===== config.mk =====
export PLATFORM = sky130hd
export DESIGN_NAME = kbf_mul
export DESIGN_NICKNAME = d
export VERILOG_FILES = /design/src/hdl/kbf_pkg.sv /design/src/hdl/kbf_mul.sv
export SDC_FILE = /design/constraint.sdc
export NUM_CORES = 2
export LEC_CHECK = 0
export ABC_CLOCK_PERIOD_IN_PS = 9700
export BUFFER_PORTS_ARGS = -buffer_cell sky130_fd_sc_hd__buf_4
export CORE_MARGIN = 5
export CORE_UTILIZATION = 60
export CTS_BUF_LIST = sky130_fd_sc_hd__clkbuf_2
export CTS_CLUSTER_DIAMETER = 60
export DETAILED_ROUTE_END_ITERATION = 7
export MAX_ROUTING_LAYER = met4
export PLACE_DENSITY = 0.89
export SYNTH_ARGS = -nofsm -noshare
export SYNTH_HDL_FRONTEND = slang
export SYNTH_SLANG_ARGS = --single-unit

===== constraint.sdc =====
create_clock -name clock -period 9.7 [get_ports clock]
set_clock_uncertainty 0.1 [all_clocks]
set_input_delay 1.94 -clock clock [delete_from_list [all_inputs] [get_ports clock]]
set_output_delay 1.94 -clock clock [all_outputs]
set_load 0.01 [all_outputs]

===== src/hdl/kbf_pkg.sv =====
`timescale 1ns / 1ps
// ----------------------------------------------------------------------------
// kbf_pkg: shared definitions for the angle and gyro bias Kalman filter
// Widths, reset values, sequencer codes and the saturation helper.
// ----------------------------------------------------------------------------
package kbf_pkg;

   localparam int WORD_BITS     = 32;
   localparam int COV_FRAC_BITS = 28;
   localparam int CFG_BITS      = 31;
   localparam int GAIN_BITS     = 8;
   localparam int OPND_BITS     = WORD_BITS + 1;
   localparam int PROD_BITS     = 2 * OPND_BITS;
   localparam int WIDE_BITS     = PROD_BITS + 2;
   localparam int NUM_BITS      = WORD_BITS + COV_FRAC_BITS;
   localparam int DIV_CNT_BITS  = $clog2(NUM_BITS);
   localparam int CSR_IDX_BITS  = 3;

   localparam logic [CFG_BITS-1:0] APN_RESET =
      CFG_BITS'((64'd1 << COV_FRAC_BITS) / 64'd1000);
   localparam logic [CFG_BITS-1:0] BPN_RESET =
      CFG_BITS'((64'd3 << COV_FRAC_BITS) / 64'd1000);
   localparam logic [CFG_BITS-1:0] MNOISE_RESET =
      CFG_BITS'(64'd1 << (COV_FRAC_BITS - 1));
   localparam logic [CFG_BITS-1:0] DT_RESET =
      CFG_BITS'((64'd1 << COV_FRAC_BITS) / 64'd1000);
   localparam logic signed [GAIN_BITS-1:0] GAIN_RESET = GAIN_BITS'(1);
   localparam logic signed [WORD_BITS-1:0] COV_ONE =
      WORD_BITS'(64'd1 << COV_FRAC_BITS);

   typedef logic signed [WORD_BITS-1:0] word_type;

   typedef enum logic [2:0] {
      ST_IDLE,
      ST_ISSUE,
      ST_WRITE,
      ST_DSTART,
      ST_DWAIT,
      ST_FIN
   } state_type;

   typedef enum logic [4:0] {
      OP_ANG,
      OP_P00,
      OP_P01,
      OP_P10,
      OP_P11,
      OP_PC0,
      OP_PC1,
      OP_T1,
      OP_DEN,
      OP_K0,
      OP_K1,
      OP_UAA,
      OP_UAB,
      OP_UBA,
      OP_UBB,
      OP_UA,
      OP_UB
   } op_type;

   typedef enum logic [CSR_IDX_BITS-1:0] {
      CSR_APN    = 3'd0,
      CSR_BPN    = 3'd1,
      CSR_MNOISE = 3'd2,
      CSR_DT     = 3'd3,
      CSR_GAIN   = 3'd4
   } csr_type;

   function automatic word_type sat_word(input logic signed [WIDE_BITS-1:0] x);
      logic [WIDE_BITS-WORD_BITS:0] top;
      top = x[WIDE_BITS-1:WORD_BITS-1];
      if (top == '0 || top == '1) begin
         return x[WORD_BITS-1:0];
      end else if (x[WIDE_BITS-1]) begin
         return {1'b1, {(WORD_BITS-1){1'b0}}};
      end else begin
         return {1'b0, {(WORD_BITS-1){1'b1}}};
      end
   endfunction

endpackage


===== src/hdl/kbf_mul.sv =====
`timescale 1ns / 1ps
// ----------------------------------------------------------------------------
// kbf_mul: shared signed multiplier
// One registered 33 by 33 bit signed product per cycle.
// ----------------------------------------------------------------------------
module kbf_mul (
   input  logic                                    clock,
   input  logic signed [kbf_pkg::OPND_BITS-1:0]    mul_a,
   input  logic signed [kbf_pkg::OPND_BITS-1:0]    mul_b,
   output logic signed [kbf_pkg::PROD_BITS-1:0]    prod_ff
);

   logic signed [kbf_pkg::PROD_BITS-1:0] prod_in;

   assign prod_in = mul_a * mul_b;

   always_ff @(posedge clock) begin
      prod_ff <= prod_in;
   end

endmodule


Yosys cells after proc, flatten, opt, wreduce, memory -nomap -nowiden
Cells that the tools add are included.
Widths: inputs -> output; s select.
{"block": "word_totals", "register_bits": 66, "in_bits": 67, "output_inout_bits": 66, "elab_cells": 2}
{"block": "classes", "mul": 1}
{"operator": "$mul 33x33->66", "count": 1}

Longest topological paths before layout
{"block": "logic_depth", "depth_word": 1, "ltp_mapped": 29, "mapped_depth_nobuf": 27}

Worst setup path after synthesis
Ideal clock, no wire load.
{"block": "synth_path", "kind": "input to register", "startpoint": "in mul_a[32] in the netlist's numbering", "endpoint": "reg prod_ff[65] in the netlist's numbering", "setup_ps": 72, "t_arrival_ps": 9089, "t_required_ps": 9528, "setup_slack_ps": 439, "stages": 22, "path_buffers": 2, "path_cell_list": "clkbuf_1 > nand2_1 > inv_1 > fa_1 > fa_1 > fa_1 > fa_1 > fa_1 > fa_1 > fa_1 > inv_1 > fa_1 > inv_1 > ha_1 > clkbuf_1 > a21o_1 > a21o_1 > a221o_1 > a31oi_2 > o211ai_1 > o41ai_2 > xnor2_1"}
{"block": "synth_between", "elab_chain_len": 1}
{"item": "start: declaration", "line": "kbf_mul.sv:8", "rtl": "input logic signed [kbf_pkg::OPND_BITS-1:0] mul_a,"}
{"item": "$mul 33x33->66", "line": "kbf_mul.sv:15", "rtl": "assign prod_in = mul_a * mul_b;"}
{"item": "net prod_in (one bit)", "line": "kbf_mul.sv:13", "rtl": "logic signed [kbf_pkg::PROD_BITS-1:0] prod_in;"}
{"item": "end signal: assignment", "line": "kbf_mul.sv:18", "rtl": "prod_ff <= prod_in;"}
{"item": "end: declaration", "line": "kbf_mul.sv:10", "rtl": "output logic signed [kbf_pkg::PROD_BITS-1:0] prod_ff"}
The timed path passes the listed nets, and every way through them passes these cells.

Final worst setup path
{"block": "layout_path", "startpoint": "in mul_a[16] in the netlist's numbering", "endpoint": "reg prod_ff[47] in the netlist's numbering"}
The elaborated chain is that of the path after synthesis.

==> run_results.csv <==
group,metric,value,unit
status,run_status,"finished clean",
synth,syn_avg_cell_area,9.38,µm²
setup_path,worst_ep_required_time,10.31,ns
clocking,cts_sinks,66,
die,num_io_pins,133,
synth,synth_nets,5731,
die,dieWidth,269,µm
grt,grt_pass1_vias,33718,
setup_path,critical_path.most_common_cell,"fa_1",
sta,fin_crit_sh,92.4,%
grt,grt-ovfl-total,0,
route,vias,29559,
place,port_buffers,132,
layout,fillers,4986,
synth,synth-edff-count,0,
clocking,cts_tree,"built",
route,firstDrtPassIters,6,
sta,tns,0,ns
synth,ys_ff_latch,66,
grt,grt_pass1_wl,178,mm
route,wl_per_cell,20.9,µm
layout,final_cell_mix,"fa_1, inv_1, and2_1",
synth,synthesis.area,40400,µm²
sta,setup_ws,0.733,ns
grt,grt_start_max_net_pins,34,
route,drt_iter0_markers,2283,
die,fp.dieArea,72600,µm²
setup_path,cp_data_arrival_time,9.57,ns
die,start_util,60.3,%
route,wirelength,108,mm
setup_path,slowest_delay,0.58,ns
clocking,cts-resized-gates,0,
route,avgViaCountPerCell,5.71,
place,dp.final_hpwl,89.7,mm
layout,reg_top3,"prod_ff (66)",
synth,synth-async-reset-ratio,0,%
sta,setup_viol,0,
sta,slew_headroom,22.5,%
setup_path,end_kind,"flip-flop",
setup_path,path_class,"input port to flip-flop",
sta,min_period,8.97,ns
setup_path,crit_family,"adder cells",
job,maxCapViolCount,0,
route,antenna_left,0,
sta,hold_viol,0,
layout,synthToLayoutAreaGrowth,4.62,%
layout,layout_commonest_cell,"fa_1",
layout,final_nets,5717,
die,die_h,269,µm
clocking,cts-root-buf,"clkbuf_2",
synth,synth_warnings,0,
setup_path,critPathLaunchType,"input port",
route,route.detailed.drc,0,
synth,synth.distinct_cells,61,
clocking,cts.hold.buffers_added,0,
setup_path,path_max_fanout,33,
layout,drive_above_1_share,5.43,%
synth,synth-main-ff-cell,"dfxtp_1",
sta,whs,1.46,ns
setup_path,slowest_stage,"a211oi_1",
min_path,hold_path.class,"input port to flip-flop",
clocking,cts-buffers-inserted,9,
grt,antenna_found_initial,9,
layout,largest_register,"prod_ff",
grt,grt.total_usage,32.0,%
sta,rsz0062_at_grt,"no",
clocking,clkTransAtPathRegs,0.25,ns
sta,drv_slew,0,
layout,utilization,63.1,%
die,core-area,66900,µm²
clocking,h-tree-depth,3,
layout,largest_reg_flops,66,
clocking,cts_setup_buffers,0,
setup_path,critPathBufInv,6,
synth,synth_cells,4302,
die,rows,95,
sta,tightest_slew,1.16,ns
sta,fmax,0.112,GHz
place,place.gp.congestion,0.981,
place,dp_slack,-0.0139,ns
clocking,clockBufferDepth,2,
synth,seq_area_frac_synth,3.27,%
==> area by class of cell <==
class | instances | area, µm² | area share (%)
multi-input combinational | 2882 | 34000 | 80.4
inverter | 1133 | 4250 | 10.1
timing repair buffer | 196 | 1470 | 3.48
sequential | 66 | 1320 | 3.13
tap | 873 | 1090 | 2.59
clock inverter | 7 | 68.8 | 0.163
clock buffer | 9 | 45.0 | 0.107
antenna | 9 | 22.5 | 0.0533
==> cells by family after synthesis <==
kind of cell	after synthesis	synth area share, %
adders and majority gates	1362	63.5
buffers and inverters	1354	12.6
and+or+nand+nor	1228	15.4
AOI/OAI and AO/OA	217	3.60
xor gates and xnor gates	75	1.63
DFF	66	3.27
==> cells in the mapped netlist, types with 4 or more instances <==
master	number	area, µm²
a211oi_1	5	37.5
a211oi_2	4	50.1
a21o_1	28	210
a21oi_1	73	365
a31oi_1	9	56.3
and2_1	562	3520
and3_1	7	43.8
and4_1	7	61.3
clkbuf_1	220	826
dfxtp_1	66	1320
fa_1	1145	22900
ha_1	217	2720
inv_1	1133	4250
nand2_1	543	2040
nand2b_1	9	56.3
nand3_1	18	90.1
nand4_1	9	56.3
nor2_1	47	176
nor3_1	7	35.0
nor4_1	5	31.3
o211ai_1	7	52.6
o21a_1	7	52.6
o21ai_0	37	185
o21ai_1	5	25.0
o21bai_1	8	60.1
or2_2	4	25.0
xnor2_1	55	482
xor2_1	20	175
==> final timing paths <==
kind                       from           to  slack, ns  cells past startpoint
worst max-delay path  mul_a[16]  prod_ff[47]       0.73                     25
worst min-delay path   mul_b[0]   prod_ff[0]       1.46                      2
==> per-layer routing <==
metal,wire length (µm),vias to the layer above,global-route usage [%]
li1,-,12159,-
met1,37000,15104,38.2
met2,52500,1824,50.8
met3,12900,472,9.90
met4,5750,0,14.1
met5,0,-,-
==> through the flow <==
stage               area (µm²)  cells
global route             42200   5173
detailed placement       42100   5150
CTS                      42200   5166
floorplan                40400   4302
global placement         42100   5150
finish                   42200   5175
Power is left out: the tool's default activity adds up to more than one toggle a clock period on the data nets, which glitch-free logic cannot reach.
