===== config.mk =====
export PLATFORM = sky130hd
export DESIGN_NAME = kbf_div
export DESIGN_NICKNAME = d
export VERILOG_FILES = /design/src/hdl/kbf_pkg.sv /design/src/hdl/kbf_div.sv
export SDC_FILE = /design/constraint.sdc
export NUM_CORES = 1
export LEC_CHECK = 0
export BUFFER_PORTS_ARGS = -buffer_cell sky130_fd_sc_hd__buf_2
export CAP_MARGIN = 0
export CORE_MARGIN = 2
export CORE_UTILIZATION = 55
export CTS_CLUSTER_SIZE = 8
export DETAILED_ROUTE_END_ITERATION = 6
export HOLD_SLACK_MARGIN = 0.1
export PLACE_DENSITY = 0.74
export REMOVE_ABC_BUFFERS = 1
export SKIP_LAST_GASP = 1
export SLEW_MARGIN = 20
export SYNTH_ARGS = -nofsm -noshare
export SYNTH_HDL_FRONTEND = slang
export SYNTH_SLANG_ARGS = --single-unit

===== constraint.sdc =====
create_clock -name clock -period 11.9 [get_ports clock]
set_input_delay 2.975 -clock clock [delete_from_list [all_inputs] [get_ports clock]]
set_output_delay 2.975 -clock clock [all_outputs]
set_load 0.02 [all_outputs]

===== src/hdl/kbf_pkg.sv =====
`timescale 1ns / 1ps
// ----------------------------------------------------------------------------
// kbf_pkg: shared definitions for the angle and gyro bias Kalman filter
// Widths, reset values, sequencer codes and the saturation helper.
// ----------------------------------------------------------------------------
package kbf_pkg;

   localparam int WORD_BITS     = 32;
   localparam int COV_FRAC_BITS = 28;
   localparam int CFG_BITS      = 31;
   localparam int GAIN_BITS     = 8;
   localparam int OPND_BITS     = WORD_BITS + 1;
   localparam int PROD_BITS     = 2 * OPND_BITS;
   localparam int WIDE_BITS     = PROD_BITS + 2;
   localparam int NUM_BITS      = WORD_BITS + COV_FRAC_BITS;
   localparam int DIV_CNT_BITS  = $clog2(NUM_BITS);
   localparam int CSR_IDX_BITS  = 3;

   localparam logic [CFG_BITS-1:0] APN_RESET =
      CFG_BITS'((64'd1 << COV_FRAC_BITS) / 64'd1000);
   localparam logic [CFG_BITS-1:0] BPN_RESET =
      CFG_BITS'((64'd3 << COV_FRAC_BITS) / 64'd1000);
   localparam logic [CFG_BITS-1:0] MNOISE_RESET =
      CFG_BITS'(64'd1 << (COV_FRAC_BITS - 1));
   localparam logic [CFG_BITS-1:0] DT_RESET =
      CFG_BITS'((64'd1 << COV_FRAC_BITS) / 64'd1000);
   localparam logic signed [GAIN_BITS-1:0] GAIN_RESET = GAIN_BITS'(1);
   localparam logic signed [WORD_BITS-1:0] COV_ONE =
      WORD_BITS'(64'd1 << COV_FRAC_BITS);

   typedef logic signed [WORD_BITS-1:0] word_type;

   typedef enum logic [2:0] {
      ST_IDLE,
      ST_ISSUE,
      ST_WRITE,
      ST_DSTART,
      ST_DWAIT,
      ST_FIN
   } state_type;

   typedef enum logic [4:0] {
      OP_ANG,
      OP_P00,
      OP_P01,
      OP_P10,
      OP_P11,
      OP_PC0,
      OP_PC1,
      OP_T1,
      OP_DEN,
      OP_K0,
      OP_K1,
      OP_UAA,
      OP_UAB,
      OP_UBA,
      OP_UBB,
      OP_UA,
      OP_UB
   } op_type;

   typedef enum logic [CSR_IDX_BITS-1:0] {
      CSR_APN    = 3'd0,
      CSR_BPN    = 3'd1,
      CSR_MNOISE = 3'd2,
      CSR_DT     = 3'd3,
      CSR_GAIN   = 3'd4
   } csr_type;

   function automatic word_type sat_word(input logic signed [WIDE_BITS-1:0] x);
      logic [WIDE_BITS-WORD_BITS:0] top;
      top = x[WIDE_BITS-1:WORD_BITS-1];
      if (top == '0 || top == '1) begin
         return x[WORD_BITS-1:0];
      end else if (x[WIDE_BITS-1]) begin
         return {1'b1, {(WORD_BITS-1){1'b0}}};
      end else begin
         return {1'b0, {(WORD_BITS-1){1'b1}}};
      end
   endfunction

endpackage


===== src/hdl/kbf_div.sv =====
`timescale 1ns / 1ps
// ----------------------------------------------------------------------------
// kbf_div: iterative gain divider
// Computes sat32((num * 2^28) / den), truncated toward zero, one quotient bit
// per cycle. A zero divisor gives a zero quotient.
// ----------------------------------------------------------------------------
module kbf_div (
   input  logic                        clock,
   input  logic                        reset,
   input  logic                        start,
   input  kbf_pkg::word_type           num,
   input  kbf_pkg::word_type           den,
   output logic                        done,
   output kbf_pkg::word_type           quo
);

   localparam int NB = kbf_pkg::NUM_BITS;
   localparam int WB = kbf_pkg::WORD_BITS;
   localparam logic [kbf_pkg::DIV_CNT_BITS-1:0] CNT_LAST =
      kbf_pkg::DIV_CNT_BITS'(NB - 1);

   logic                             busy_ff, busy_in;
   logic                             done_ff, done_in;
   logic [kbf_pkg::DIV_CNT_BITS-1:0] cnt_ff, cnt_in;
   logic [WB-1:0]                    rem_ff, rem_in;
   logic [WB-1:0]                    mag_ff, mag_in;
   logic [NB-1:0]                    dq_ff, dq_in;
   logic                             neg_ff, neg_in;
   logic                             zero_ff, zero_in;

   logic [WB:0]   trial;
   logic [WB:0]   diff;
   logic          ge;
   logic [WB-1:0] num_mag;

   assign trial   = {rem_ff, dq_ff[NB-1]};
   assign diff    = trial - {1'b0, mag_ff};
   assign ge      = trial >= {1'b0, mag_ff};
   assign num_mag = num[WB-1] ? WB'(-num) : num;

   always_comb begin
      busy_in = busy_ff;
      done_in = 1'b0;
      cnt_in  = cnt_ff;
      rem_in  = rem_ff;
      mag_in  = mag_ff;
      dq_in   = dq_ff;
      neg_in  = neg_ff;
      zero_in = zero_ff;
      if (start) begin
         busy_in = 1'b1;
         cnt_in  = '0;
         rem_in  = '0;
         dq_in   = {num_mag, {kbf_pkg::COV_FRAC_BITS{1'b0}}};
         mag_in  = den[WB-1] ? WB'(-den) : den;
         neg_in  = num[WB-1] ^ den[WB-1];
         zero_in = (den == '0);
      end else if (busy_ff) begin
         rem_in = ge ? diff[WB-1:0] : trial[WB-1:0];
         dq_in  = {dq_ff[NB-2:0], ge};
         cnt_in = cnt_ff + 1'b1;
         if (cnt_ff == CNT_LAST) begin
            busy_in = 1'b0;
            done_in = 1'b1;
         end
      end
   end

   always_ff @(posedge clock) begin
      if (reset) begin
         busy_ff <= 1'b0;
         done_ff <= 1'b0;
      end else begin
         busy_ff <= busy_in;
         done_ff <= done_in;
      end
      cnt_ff  <= cnt_in;
      rem_ff  <= rem_in;
      mag_ff  <= mag_in;
      dq_ff   <= dq_in;
      neg_ff  <= neg_in;
      zero_ff <= zero_in;
   end

   always_comb begin
      if (zero_ff) begin
         quo = '0;
      end else if (neg_ff) begin
         if (dq_ff[NB-1:WB] != '0 || (dq_ff[WB-1] && dq_ff[WB-2:0] != '0)) begin
            quo = {1'b1, {(WB-1){1'b0}}};
         end else begin
            quo = -dq_ff[WB-1:0];
         end
      end else begin
         if (dq_ff[NB-1:WB-1] != '0) begin
            quo = {1'b0, {(WB-1){1'b1}}};
         end else begin
            quo = dq_ff[WB-1:0];
         end
      end
   end

   assign done = done_ff;

endmodule


# ---- Word level (Yosys, flattened, before mapping)
# Cells that the tools add are included.
dict set report totals {
  ff_bits 134
  latchBits 0
  ram_bits 0
  rom_bits 0
  input_bits 67
  n_memories 0
}
dict set report op_classes {
  add_sub_neg 5
  n_mul 0
  n_div 0
  magnitude_cmp 1
  n_eq_ne 1
  n_shift 0
  n_mux 13
  bitwise 2
  n_reduce_logical 8
}
# operator count
set ops {}
lappend ops {{two-way mux 32 bit} 6}
lappend ops {{two-way mux 60 bit} 2}
lappend ops {{negator 32 bit} 3}
lappend ops {{greater-or-equal comparator 33 x 32 -> 1 bit} 1}
lappend ops {{logical NOT 32 bit} 1}
lappend ops {{subtractor 32 bit} 1}
lappend ops {{two-way mux 31 bit} 1}
lappend ops {{nonzero test 31 bit} 1}
lappend ops {{nonzero test 29 bit} 1}
lappend ops {{nonzero test 28 bit} 1}
lappend ops {{adder 6 x 1 -> 6 bit (second input constant)} 1}
lappend ops {{== test 6 bit (second input constant)} 1}
lappend ops {{two-way mux 1 bit} 4}
lappend ops {{OR reduction 3 bit} 1}
lappend ops {{nonzero test 2 bit} 1}
lappend ops {{logical AND 1 bit} 1}
lappend ops {{logical OR 1 bit} 1}
lappend ops {{NOT 1 bit} 1}
lappend ops {{XOR 1 bit} 1}

# ---- Depth between registers and ports, before layout
dict set report logic_depth {
  ltp_word 6
  mapped_depth 13
  depth_no_buf 12
}

# ---- Worst setup path after synthesis
# OpenSTA, ideal clock, no wires.
dict set report synth_path {
  path_kind {flip-flop to output port}
  from {register dq_ff[0]}
  to {output quo[29]}
  t_arrival_ns 3.300
  t_required_ns 8.925
  path_slack_ns 5.625
  stages_incl_launch_ff 8
  n_path_buf 0
  cell_sequence {dfxtp_1 -> or3_4 -> or4b_4 -> nand4bb_4 -> or4b_4 -> or3_4 -> or3_4 -> a311oi_1}
}
dict set report synth_via {
  elab_chain_cells 6
  elab_cells_between_ends 7
}
# item line_no
set synth_lines {}
lappend synth_lines {{from (decl)} kbf_div.sv:27} ;# logic [NB-1:0] dq_ff, dq_in;
lappend synth_lines {{from (signal assigned)} kbf_div.sv:80} ;# dq_ff <= dq_in;
lappend synth_lines {{branches (longest 3 deep; another with negator 32 bit)} -}
lappend synth_lines {{two-way mux 32 bit *} kbf_div.sv:89} ;# if (dq_ff[NB-1:WB] != '0 || (dq_ff[WB-1] && dq_ff[WB-2:0] != '0)) begin
lappend synth_lines {{two-way mux 32 bit *} kbf_div.sv:88} ;# end else if (neg_ff) begin
lappend synth_lines {{two-way mux 32 bit *} kbf_div.sv:86} ;# if (zero_ff) begin
lappend synth_lines {{to (decl)} kbf_div.sv:14} ;# output kbf_pkg::word_type quo
# Mark *: on every way between the ends.

# ---- Worst setup path after layout
dict set report layout_path {
  from {register dq_ff[0]}
  to {output quo[4]}
}
# Same word-level chain as after synthesis.

==> results_tabular.tex <==
\begin{tabular}{lr}
\hline
Metric & Value \\
\hline
\multicolumn{2}{l}{\textbf{Hold path}} \\
Hold crit path type & flop to flop \\
Hold depth & 2 \\
Worst Min Path Start & rem\_ff[25] \\
Worst Hold Endpoint & rem\_ff[25] \\
\multicolumn{2}{l}{\textbf{Setup path}} \\
CP arrival & between 4000 and 5000 ps \\
Element type at the critical path start & flop \\
Data required time at the worst endpoint & 8930 ps \\
CP max FO & 30 \\
Category of the critical setup timing path & flop to output port \\
Worst-case register-to-register setup slack & 7970 ps \\
Register-to-Register Path Depth & 12 \\
Reg2reg start & mag\_ff[16] \\
Kind of end point of the critical path & output port \\
Reg2Reg Capture Point & rem\_ff[8] \\
\multicolumn{2}{l}{\textbf{Pwr}} \\
Worst-case vdd ir drop & 0.119 mV \\
Total power divided by cell area & 139 nW/µm² \\
Leak pwr & 4.24 nW \\
\multicolumn{2}{l}{\textbf{CTS}} \\
Clock buffers created by TritonCTS & 17 \\
CTS tree & built \\
Clock latency at the later pin of the worst-skew pair & 420 ps \\
Sink Count & approximately 130 \\
Total of hold buffers inserted after clock tree synthesis & 0 \\
Post-CTS resize count & 0 \\
Buffers inserted by post-CTS timing repair & 0 \\
Number of buffers between clock root and the deepest sink & 2 \\
CTS H-tree lvls & 4 \\
Worst-path clk slew & approximately 60 ps \\
Clk root buf & clkbuf\_16 \\
\multicolumn{2}{l}{\textbf{Synthesis}} \\
Post-synth EDFFs & 66 \\
Area of the mapped netlist & between 9000 and 10,000 µm² \\
Number of instances in the synthesized netlist & roughly 1.1k \\
Distinct cells, synth & 63 \\
Synthesized area per cell & between 8 and 9 µm² \\
Synth Warn \# & 0 \\
Register bit total from synthesis & 134 \\
Primary flip-flop cell chosen by synthesis mapping & dfxtp\_1 \\
Share of synthesized area occupied by flip-flops and latches & about 36\% \\
Async set-or-reset flop fraction in the synthesized netlist & 0\% \\
\multicolumn{2}{l}{\textbf{Timing}} \\
Highest clock rate & between 100 and 150 MHz \\
Period minus WS final & 7190 ps \\
Worst Setup Slack, final & 4710 ps \\
Unrepaired setup endpoints after global routing & no \\
Worst hold-check slack & between 400 and 500 ps \\
Actual slew at the worst max-slew pin & 980 ps \\
Number of failing setup endpoints in the final timing report & 0 \\
Max\_slew headroom & approximately a third \\
Hold violation count in the final report & 0 \\
Final setup skew & between 10 and 15 ps \\
Count of pins over their slew limit & 0 \\
Summed negative setup slack over all endpoints & 0 ps \\
Ratio of final minimum period to clock period & 60.4\% \\
\multicolumn{2}{l}{\textbf{Floorplan}} \\
Number of top-level pins & 100 \\
Vert. Die Dim & 133 µm \\
Initial Util & between 50\% and 60\% \\
Die extent in x & around 130 µm \\
Core Footprint & roughly 16,000 µm² \\
Number of cell rows & 47 \\
Area enclosed by the die boundary & between 15,000 and 20,000 µm² \\
\multicolumn{2}{l}{\textbf{Global route}} \\
Number of antenna violations at the first check in global routing & 0 \\
Remaining Overflow, GRT & 0 \\
Global routing usage summed across all routing layers & 25.0\% \\
Maximum number of pins on one net before global-route repair & 95 \\
First-pass GRT wire length & $\sim$36 mm \\
Via count of the first global-routing pass & between 7k and 8k \\
\multicolumn{2}{l}{\textbf{Layout}} \\
Most frequent cells in the layout & nor2\_1, nand2\_1, buf\_2 \\
NumNets Final & $\sim$1.3k \\
Proportion of layout cells with a drive suffix above 1 & 13.2\% \\
Final instance area & 10,400 µm² \\
Most frequent standard cell in the layout excluding fill and tap cells & nor2\_1 \\
Diodes inserted & 0 \\
Util after Layout & 63.2\% \\
Layout-stage area growth over the synthesis result & 13.5\% \\
\multicolumn{2}{l}{\textbf{Placed design}} \\
Post-Place Setup Slack & $\sim$5300 ps \\
DP Wirelength & 15.4 mm \\
Count of port buffers added during placement & between 90 and 100 \\
Area of placed instances & roughly 10000 µm² \\
Routability congestion estimate & slightly above 0.9 \\
\multicolumn{2}{l}{\textbf{Route}} \\
Via count & 8,216 \\
DRC marker count from the first detailed-route iteration & $\sim$510 \\
First-pass DRT Iterations & 5 \\
Residual DRC & 0 \\
Via count normalized by instance count & 5.87 \\
Detailed-route wire length & 21.9 mm \\
Number of nets with antenna violations after detailed routing & 0 \\
Average wire per cell in the routed design & 15.7 µm \\
\multicolumn{2}{l}{\textbf{Run}} \\
Max Cap Violations & 0 \\
\multicolumn{2}{l}{\textbf{Run status}} \\
Result of the run & finished, final reports clean \\
\hline
\end{tabular}
==> critical path: stages (launching register included) <==
cell	delay, ps
dfxtp_1	370
inv_1	90
ha_1	170
or3b_2	500
nor3_1	230
nand4b_1	170
nor4_1	530
nand4_1	240
nor2_1	160
o21ai_0	90
a21o_1	530
a311oi_1	470
buf_2	230
==> metrics by stage <==
step / cells / power (W)
final: 1399 / 0.00145
after global routing: 1399 / 0.00152
after CTS: 1398 / 0.00145
after detailed placement: 1366 / 0.000929
after global placement: 1366 / 0.000924
after floorplan: 1040 / 0.000822
==> worst max path at each step <==
stage | from | end | slack [ps] | cells past startpoint
after detailed placement | dq_ff[0] | quo[4] | 5260 | 12
after global placement | dq_ff[0] | quo[4] | 5420 | 12
after floorplan | dq_ff[0] | quo[29] | 5630 | 7
final | dq_ff[0] | quo[4] | 4710 | 12
after global routing | dq_ff[9] | quo[20] | 4230 | 10
after CTS | dq_ff[0] | quo[4] | 4730 | 12
==> layer usage <==
layer | part of all wire (%) | wire length (µm) | global-route usage (%)
met1 | 47 | 10200 | 34.1
met5 | 0 | 0 | 0
met2 | 48 | 10500 | 40.9
met4 | 1.8 | 393 | 7.62
met3 | 3.9 | 865 | 4.57
==> cell families (layout without fill, tap and decap cells) <==
logic type | count (synthesis) | after routing | synth area share, %
compound gates | 271 | 271 | 19.7
mux | 38 | 38 | 4.18
buf+inv | 109 | 189 | 4.48
flops | 134 | 134 | 36.5
xor+xnor | 85 | 85 | 8.12
fa+ha+maj | 37 | 37 | 5.13
simple gates | 425 | 425 | 22.0
==> Yosys cell counts, drive strengths merged, types with 10 or more instances <==
cell / n / share of area, %
nor2: 141 / 5.8
nand2: 137 / 5.6
dfxtp: 68 / 15
o21ai: 68 / 3.7
edfxtp: 66 / 22
a21oi: 55 / 3.0
clkbuf: 53 / 2.2
inv: 50 / 2.0
xnor2: 44 / 4.2
xor2: 41 / 3.9
a311oi: 39 / 3.7
ha: 36 / 4.9
mux2i: 36 / 3.9
nor3: 24 / 1.5
nor4: 21 / 1.4
o31ai: 21 / 1.7
nand3: 18 / 0.98
or3: 17 / 1.3
a21o: 15 / 1.2
nand2b: 12 / 0.82
o22ai: 12 / 0.82
nand4: 11 / 0.75
or4: 11 / 0.90
o41ai: 10 / 0.96
==> sequential cells by signal, summed over array words and instances, names as in the netlist <==
signal / flops
neg_ff: 1
busy_ff: 1
cnt_ff: 6
rem_ff: 32
zero_ff: 1
mag_ff: 32
done: 1
dq_ff: 60
==> area by class of cell <==
class	count	area, µm²
Clock buffer	24	536
Timing Repair Buffer	107	578
Fill cell	1412	6060
Multi-Input combinational cell	856	5420
Inverter	50	188
Tap cell	220	275
Sequential cell	134	3350
Clock inverter	8	60.1
==> report_power, final <==
group	total, W	internal, W	switching, W
registers	0.000552	0.000527	0.0000252
logic	0.000372	0.000147	0.000225
clock network	0.000521	0.000317	0.000205
total	0.00145	0.000990	0.000455
Power figures use the tool's default switching activity.
